**src/hw/rtl/pps_pkg.sv**
```systemverilog
// Package for the preemptive priority scheduler: sizes, payload structs,
// scheduler state codes and the records passed along the chain of cells.
// No dependencies.
`default_nettype none

package pps_pkg;

  localparam int MAX_PROCESSES = 16;
  localparam int IDX_W         = $clog2(MAX_PROCESSES);
  localparam int CNT_W         = $clog2(MAX_PROCESSES + 1);

  localparam int ARR_W  = 16;
  localparam int BURST_W = 16;
  localparam int PRIO_W = 8;
  localparam int TIME_W = 21;
  localparam int SUM_W  = 25;
  localparam int PIDX_W = 4;

  typedef struct packed {
    logic [ARR_W-1:0]   arrival_time;
    logic [BURST_W-1:0] burst_time;
    logic [PRIO_W-1:0]  priority_req;
    logic               last_process;
  } load_item_t;

  typedef struct packed {
    logic [PIDX_W-1:0] process_index;
    logic [TIME_W-1:0] completion_time;
    logic [TIME_W-1:0] turnaround;
    logic [TIME_W-1:0] waiting;
    logic [TIME_W-1:0] response;
    logic [SUM_W-1:0]  total_turnaround;
    logic [SUM_W-1:0]  total_waiting;
    logic [SUM_W-1:0]  total_response;
    logic              table_overflowed;
    logic              last_result;
  } result_item_t;

  typedef enum logic [2:0] {
    S_LOAD,
    S_PASS,
    S_DECIDE,
    S_APPLY,
    S_DRAIN
  } sched_state_t;

  // Selection token that travels one cell per cycle.
  typedef struct packed {
    logic               pick_valid;
    logic [PRIO_W-1:0]  pick_prio;
    logic [IDX_W-1:0]   pick_idx;
    logic [BURST_W-1:0] pick_rem;
    logic               next_valid;
    logic [ARR_W-1:0]   next_arr;
  } tok_t;

  // Per-process record shifted toward cell 0 while results drain.
  typedef struct packed {
    logic [ARR_W-1:0]   arr;
    logic [BURST_W-1:0] burst;
    logic [TIME_W-1:0]  resp;
    logic [TIME_W-1:0]  comp;
  } rec_t;

  typedef struct packed {
    logic load;
    logic apply;
    logic shift;
    logic clear;
  } cell_ctrl_t;

  // Values broadcast from the controller to every cell.
  typedef struct packed {
    logic [ARR_W-1:0]   arr;
    logic [BURST_W-1:0] burst;
    logic [PRIO_W-1:0]  prio;
    logic [TIME_W-1:0]  cur_time;
    logic [BURST_W-1:0] run;
    logic [TIME_W-1:0]  t_new;
  } bcast_t;

endpackage

`default_nettype wire

```
**src/hw/rtl/pps_cell.sv**
```systemverilog
// One process slot of the scheduler chain: holds the process state, folds
// itself into the passing selection token and shifts its record on drain.
// Depends on pps_pkg.
`default_nettype none

module pps_cell
  import pps_pkg::*;
(
  input  wire logic             clk,
  input  wire logic             rst,
  input  wire logic [IDX_W-1:0] idx,
  input  wire cell_ctrl_t       ctrl,
  input  wire bcast_t           bc,
  input  wire tok_t             tok_in,
  output tok_t                  tok_out,
  input  wire rec_t             rec_in,
  output rec_t                  rec_out
);

  logic               occ;
  logic               started;
  logic [ARR_W-1:0]   arr;
  logic [BURST_W-1:0] burst;
  logic [PRIO_W-1:0]  prio;
  logic [BURST_W-1:0] rem;
  logic [TIME_W-1:0]  resp;
  logic [TIME_W-1:0]  comp;

  logic               live;
  logic               arrived;
  logic [TIME_W-1:0]  arr_ext;
  logic [BURST_W-1:0] burst_fix;
  tok_t               tok_next;

  assign arr_ext   = {{(TIME_W-ARR_W){1'b0}}, arr};
  assign live      = occ && (rem != '0);
  assign arrived   = arr_ext <= bc.cur_time;
  assign burst_fix = (bc.burst == '0) ? BURST_W'(1) : bc.burst;

  always_comb begin
    tok_next = tok_in;
    if (live && arrived && (!tok_in.pick_valid || prio < tok_in.pick_prio)) begin
      tok_next.pick_valid = 1'b1;
      tok_next.pick_prio  = prio;
      tok_next.pick_idx   = idx;
      tok_next.pick_rem   = rem;
    end
    if (live && !arrived && (!tok_in.next_valid || arr < tok_in.next_arr)) begin
      tok_next.next_valid = 1'b1;
      tok_next.next_arr   = arr;
    end
  end

  always_ff @(posedge clk) begin
    if (rst) begin
      tok_out.pick_valid <= 1'b0;
      tok_out.next_valid <= 1'b0;
    end else begin
      tok_out.pick_valid <= tok_next.pick_valid;
      tok_out.next_valid <= tok_next.next_valid;
    end
    tok_out.pick_prio <= tok_next.pick_prio;
    tok_out.pick_idx  <= tok_next.pick_idx;
    tok_out.pick_rem  <= tok_next.pick_rem;
    tok_out.next_arr  <= tok_next.next_arr;
  end

  always_ff @(posedge clk) begin
    if (rst) begin
      occ     <= 1'b0;
      started <= 1'b0;
    end else if (ctrl.clear) begin
      occ     <= 1'b0;
      started <= 1'b0;
    end else if (ctrl.load) begin
      occ     <= 1'b1;
      started <= 1'b0;
    end else if (ctrl.apply) begin
      started <= 1'b1;
    end
  end

  always_ff @(posedge clk) begin
    if (ctrl.load) begin
      arr   <= bc.arr;
      burst <= burst_fix;
      prio  <= bc.prio;
      rem   <= burst_fix;
    end else if (ctrl.apply) begin
      rem <= rem - bc.run;
      if (!started) begin
        resp <= bc.cur_time - arr_ext;
      end
      if (rem == bc.run) begin
        comp <= bc.t_new;
      end
    end else if (ctrl.shift) begin
      arr   <= rec_in.arr;
      burst <= rec_in.burst;
      resp  <= rec_in.resp;
      comp  <= rec_in.comp;
    end
  end

  assign rec_out = '{arr: arr, burst: burst, resp: resp, comp: comp};

endmodule

`default_nettype wire

```
**config.mk**
```make
export PLATFORM = sky130hd
export DESIGN_NAME = pps_cell
export DESIGN_NICKNAME = d
export VERILOG_FILES = /design/src/hw/rtl/pps_pkg.sv /design/src/hw/rtl/pps_cell.sv
export SDC_FILE = /design/constraint.sdc
export NUM_CORES = 1
export LEC_CHECK = 0
export BUFFER_PORTS_ARGS = -buffer_cell sky130_fd_sc_hd__clkbuf_2
export CAP_MARGIN = 40
export CELL_PAD_IN_SITES_DETAIL_PLACEMENT = 0
export CELL_PAD_IN_SITES_GLOBAL_PLACEMENT = 1
export CORE_MARGIN = 2
export CORE_UTILIZATION = 39
export CTS_CLUSTER_DIAMETER = 120
export CTS_CLUSTER_SIZE = 24
export DETAILED_ROUTE_END_ITERATION = 7
export PLACE_DENSITY = 0.82
export SKIP_CTS_REPAIR_TIMING = 1
export SLEW_MARGIN = 0
export SYNTH_ARGS = -nofsm -noshare
export SYNTH_HDL_FRONTEND = slang
export SYNTH_SLANG_ARGS = --single-unit
```
**constraint.sdc**
```tcl
create_clock -name clk -period 8.6 [get_ports clk]
set_input_delay 1.72 -clock clk [delete_from_list [all_inputs] [get_ports clk]]
set_output_delay 1.72 -clock clk [all_outputs]
set_load 0.05 [all_outputs]
```
==> flow_summary.ini <==
[logic_synthesis]
ys.flop_type = edfxtp_1
yosys.area_share.simple_pct = 9.52
synth_compound_area_share_pct = 14.1
synth_xor_area_share_pct = 1.94
synthMuxAreaShare_pct = 12.5
syn_area_sq_um = 8140
synth_top_cell_by_area = edfxtp_1
syn_area_per_cell_sq_um = 11.1
synth_top_family_by_area = compound AO/OA/AOI/OAI gates
synth_cells = 736
seq_area_frac_synth_pct = 48.0
synth-edff-count = 98
async_reset_ff_share_pct = 0
yosysWarningCount = 0
syn-num-nets = 1019
yosys.area_share.adder_pct = 8.64
yosysUniqueCellTypes = 64
ys_ff_latch = 146
yosysTopAreaCellShare_pct = 36.2
synthTopCellsByArea = edfxtp_1, dfxtp_1, ha_1

[place]
dp_hpwl_microns = 19000
io_buffer_count = 347
place_ws_ps = 4280
place_congestion = 0.860

[cells_and_area]
n_antenna_cell = 0
area_growth_pct = 32.4
fill_cells = 1911
final_layout_size_suffix_gt1_share_pct = 42.4
nNetsFinal = 1375

[timing]
tns_ps = 0
setup_viol = 0
worst_pin_slew_ps = 784
fin_crit_ps = 3920
finalClockSkew_ps = 10.4
fin_ws_ps = 4680
rsz0062_at_grt = false
timing.fmax_mhz = 255
relSlewSlack_pct = 47.6
period_share_pct = 45.6
slew_violations = 0
hold_violations = 0

[clock_tree]
clock_latency_ps = 430
cts_made_buffers = 17
cts_tree = built
clock_sinks = 146
clk_path_buf_depth = 2
root_buffer = clkbuf_16
path_clk_slew_ps = 70
htree_num_levels = 4

[route]
postRouteAntennaNets = 0
first_pass_iters = 5
drc_errors = 0
vias = 6900
via_per_inst = 5.02
wl_per_cell_microns = 17.4
wl_microns = 23900
drt_iter0_drc = 349

[critical_path]
crit_slowest_cell = a211oi_1
worstPathArrival_ps = 4200
crit_family = compound AO/OA/AOI/OAI gates
critPathKind = input pin to flop
critPathMaxStageDelay_ps = 480
rrSetupSlack_ps = 5570
critPathLaunchType = input pin
crit_chain = clkbuf_2 -> inv_1 -> ha_1 -> fa_1 -> nand2b_1 -> a21boi_0 -> o21ai_0 -> a211oi_1 -> nor4_1 -> or3_1 -> a31oi_1
crit_buf_inv = 2
crit_path_end_kind = flop
worst-path-max-fanout = 4
critPathRequiredTime_ps = 8880

[global_route]
grt_pass1_wl_microns = 35500
antenna_found_initial = 2
gr-total-overflow = 0
grtUsageTotal_pct = 21.1
grt_start_max_net_pins = 64
grt_pass1_vias = 6745

[floorplan]
io-pin-count = 348
die-area_sq_um = 22000
die_w_microns = 148
initial_utilization_pct = 40.0
die_h_microns = 148
core_sq_um = 20400
num_rows = 52

[job]
max-cap-violations = 0

[power]
finalPower_w = 0.00234
ir_drop_mv = 0.130
power_leakage_nw = 5.32
power_density_nw_per_um2 = 217

[status]
outcome = completed

[worst_hold_path]
min_path_type = flop to flop
[placed cells by master, fill, tap and decap left out, drive strengths merged, types with 22 or more instances in the layout]
cell / instances
a21o: 22
ha: 53
edfxtp: 98
nand2: 46
clkbuf: 365
mux2: 70
a21oi: 38
o21ai: 54
nor2: 24
inv: 95
dfxtp: 48
[cell families (layout without fill, tap and decap cells)]
family          after synthesis  count (layout)
buf+inv                     105             474
simple gates                151             151
compound gates              176             176
mux                          85              85
flops                       146             146
xor+xnor                     18              18
fa+ha+maj                    55              55
[where the power goes]
| group | switching (W) | internal (W) |
|---|---|---|
| clock network | 0.000340 | 0.000430 |
| registers | 0.0000458 | 0.000835 |
| logic | 0.000445 | 0.000245 |
| total | 0.000830 | 0.00151 |
[worst register-to-register path, stage by stage (launching register included)]
cell	delay [ps]
edfxtp_1	450
inv_1	150
ha_1	320
and3_1	250
and2b_1	220
a31o_1	200
or3_4	340
o21ai_4	260
a211oi_4	70
buf_4	290
mux2_4	370
[sequential cells by signal, indices dropped and copies added, names as in the netlist]
signal / count
rem: 16
tok_out: 46
prio: 8
burst: 16
resp: 21
arr: 16
occ: 1
started: 1
comp: 21
[path summary, 6_finish.rpt]
check	depth (start not counted)	startpoint	endpoint
worst max-delay path	11	bc[37]	resp[12]
worst max register to register	10	arr[14]	tok_out[31]
worst min-delay path	2	occ	occ
worst min register to register	2	occ	occ
[metrics by stage]
stage	instance area, sq um	util (%)	hold slack, ps	cells
floorplan	8140	-	432	736
global placement	10200	49.9	459	1341
detailed placement	10200	49.9	468	1343
CTS	10800	52.9	478	1375
global route	10800	52.9	511	1375
finish	10800	52.9	478	1375
[final cells by class]
| cell class | count | area (sq um) | area share, % |
|---|---|---|---|
| Multi-Input combinational cell | 485 | 3810 | 35.3 |
| Clock inverter | 14 | 155 | 1.44 |
| Clock buffer | 18 | 450 | 4.18 |
| Inverter | 88 | 330 | 3.07 |
| Timing Repair Buffer | 354 | 1790 | 16.6 |
| Tap cell | 270 | 338 | 3.13 |
| Sequential cell | 146 | 3900 | 36.2 |
[per-layer routing]
metal	share of wire [%]	track usage [%]
met2	47	35.0
met3	6.4	4.66
met1	45	27.5
met4	1.9	6.90
met5	0.11	0
[cell usage after synthesis, drive strengths merged (8+ instances only)]
cell    count
o211ai      8
nand3      12
nor2       24
nor3       13
o21a        9
a21oi      38
inv        86
clkbuf     12
xnor2       9
nand2      46
a21o       22
mux2       70
edfxtp     98
dfxtp      48
ha         53
nand2b     11
xor2        9
nor4       12
mux2i      15
o21ai      54
Power figures use the tool's default switching activity.
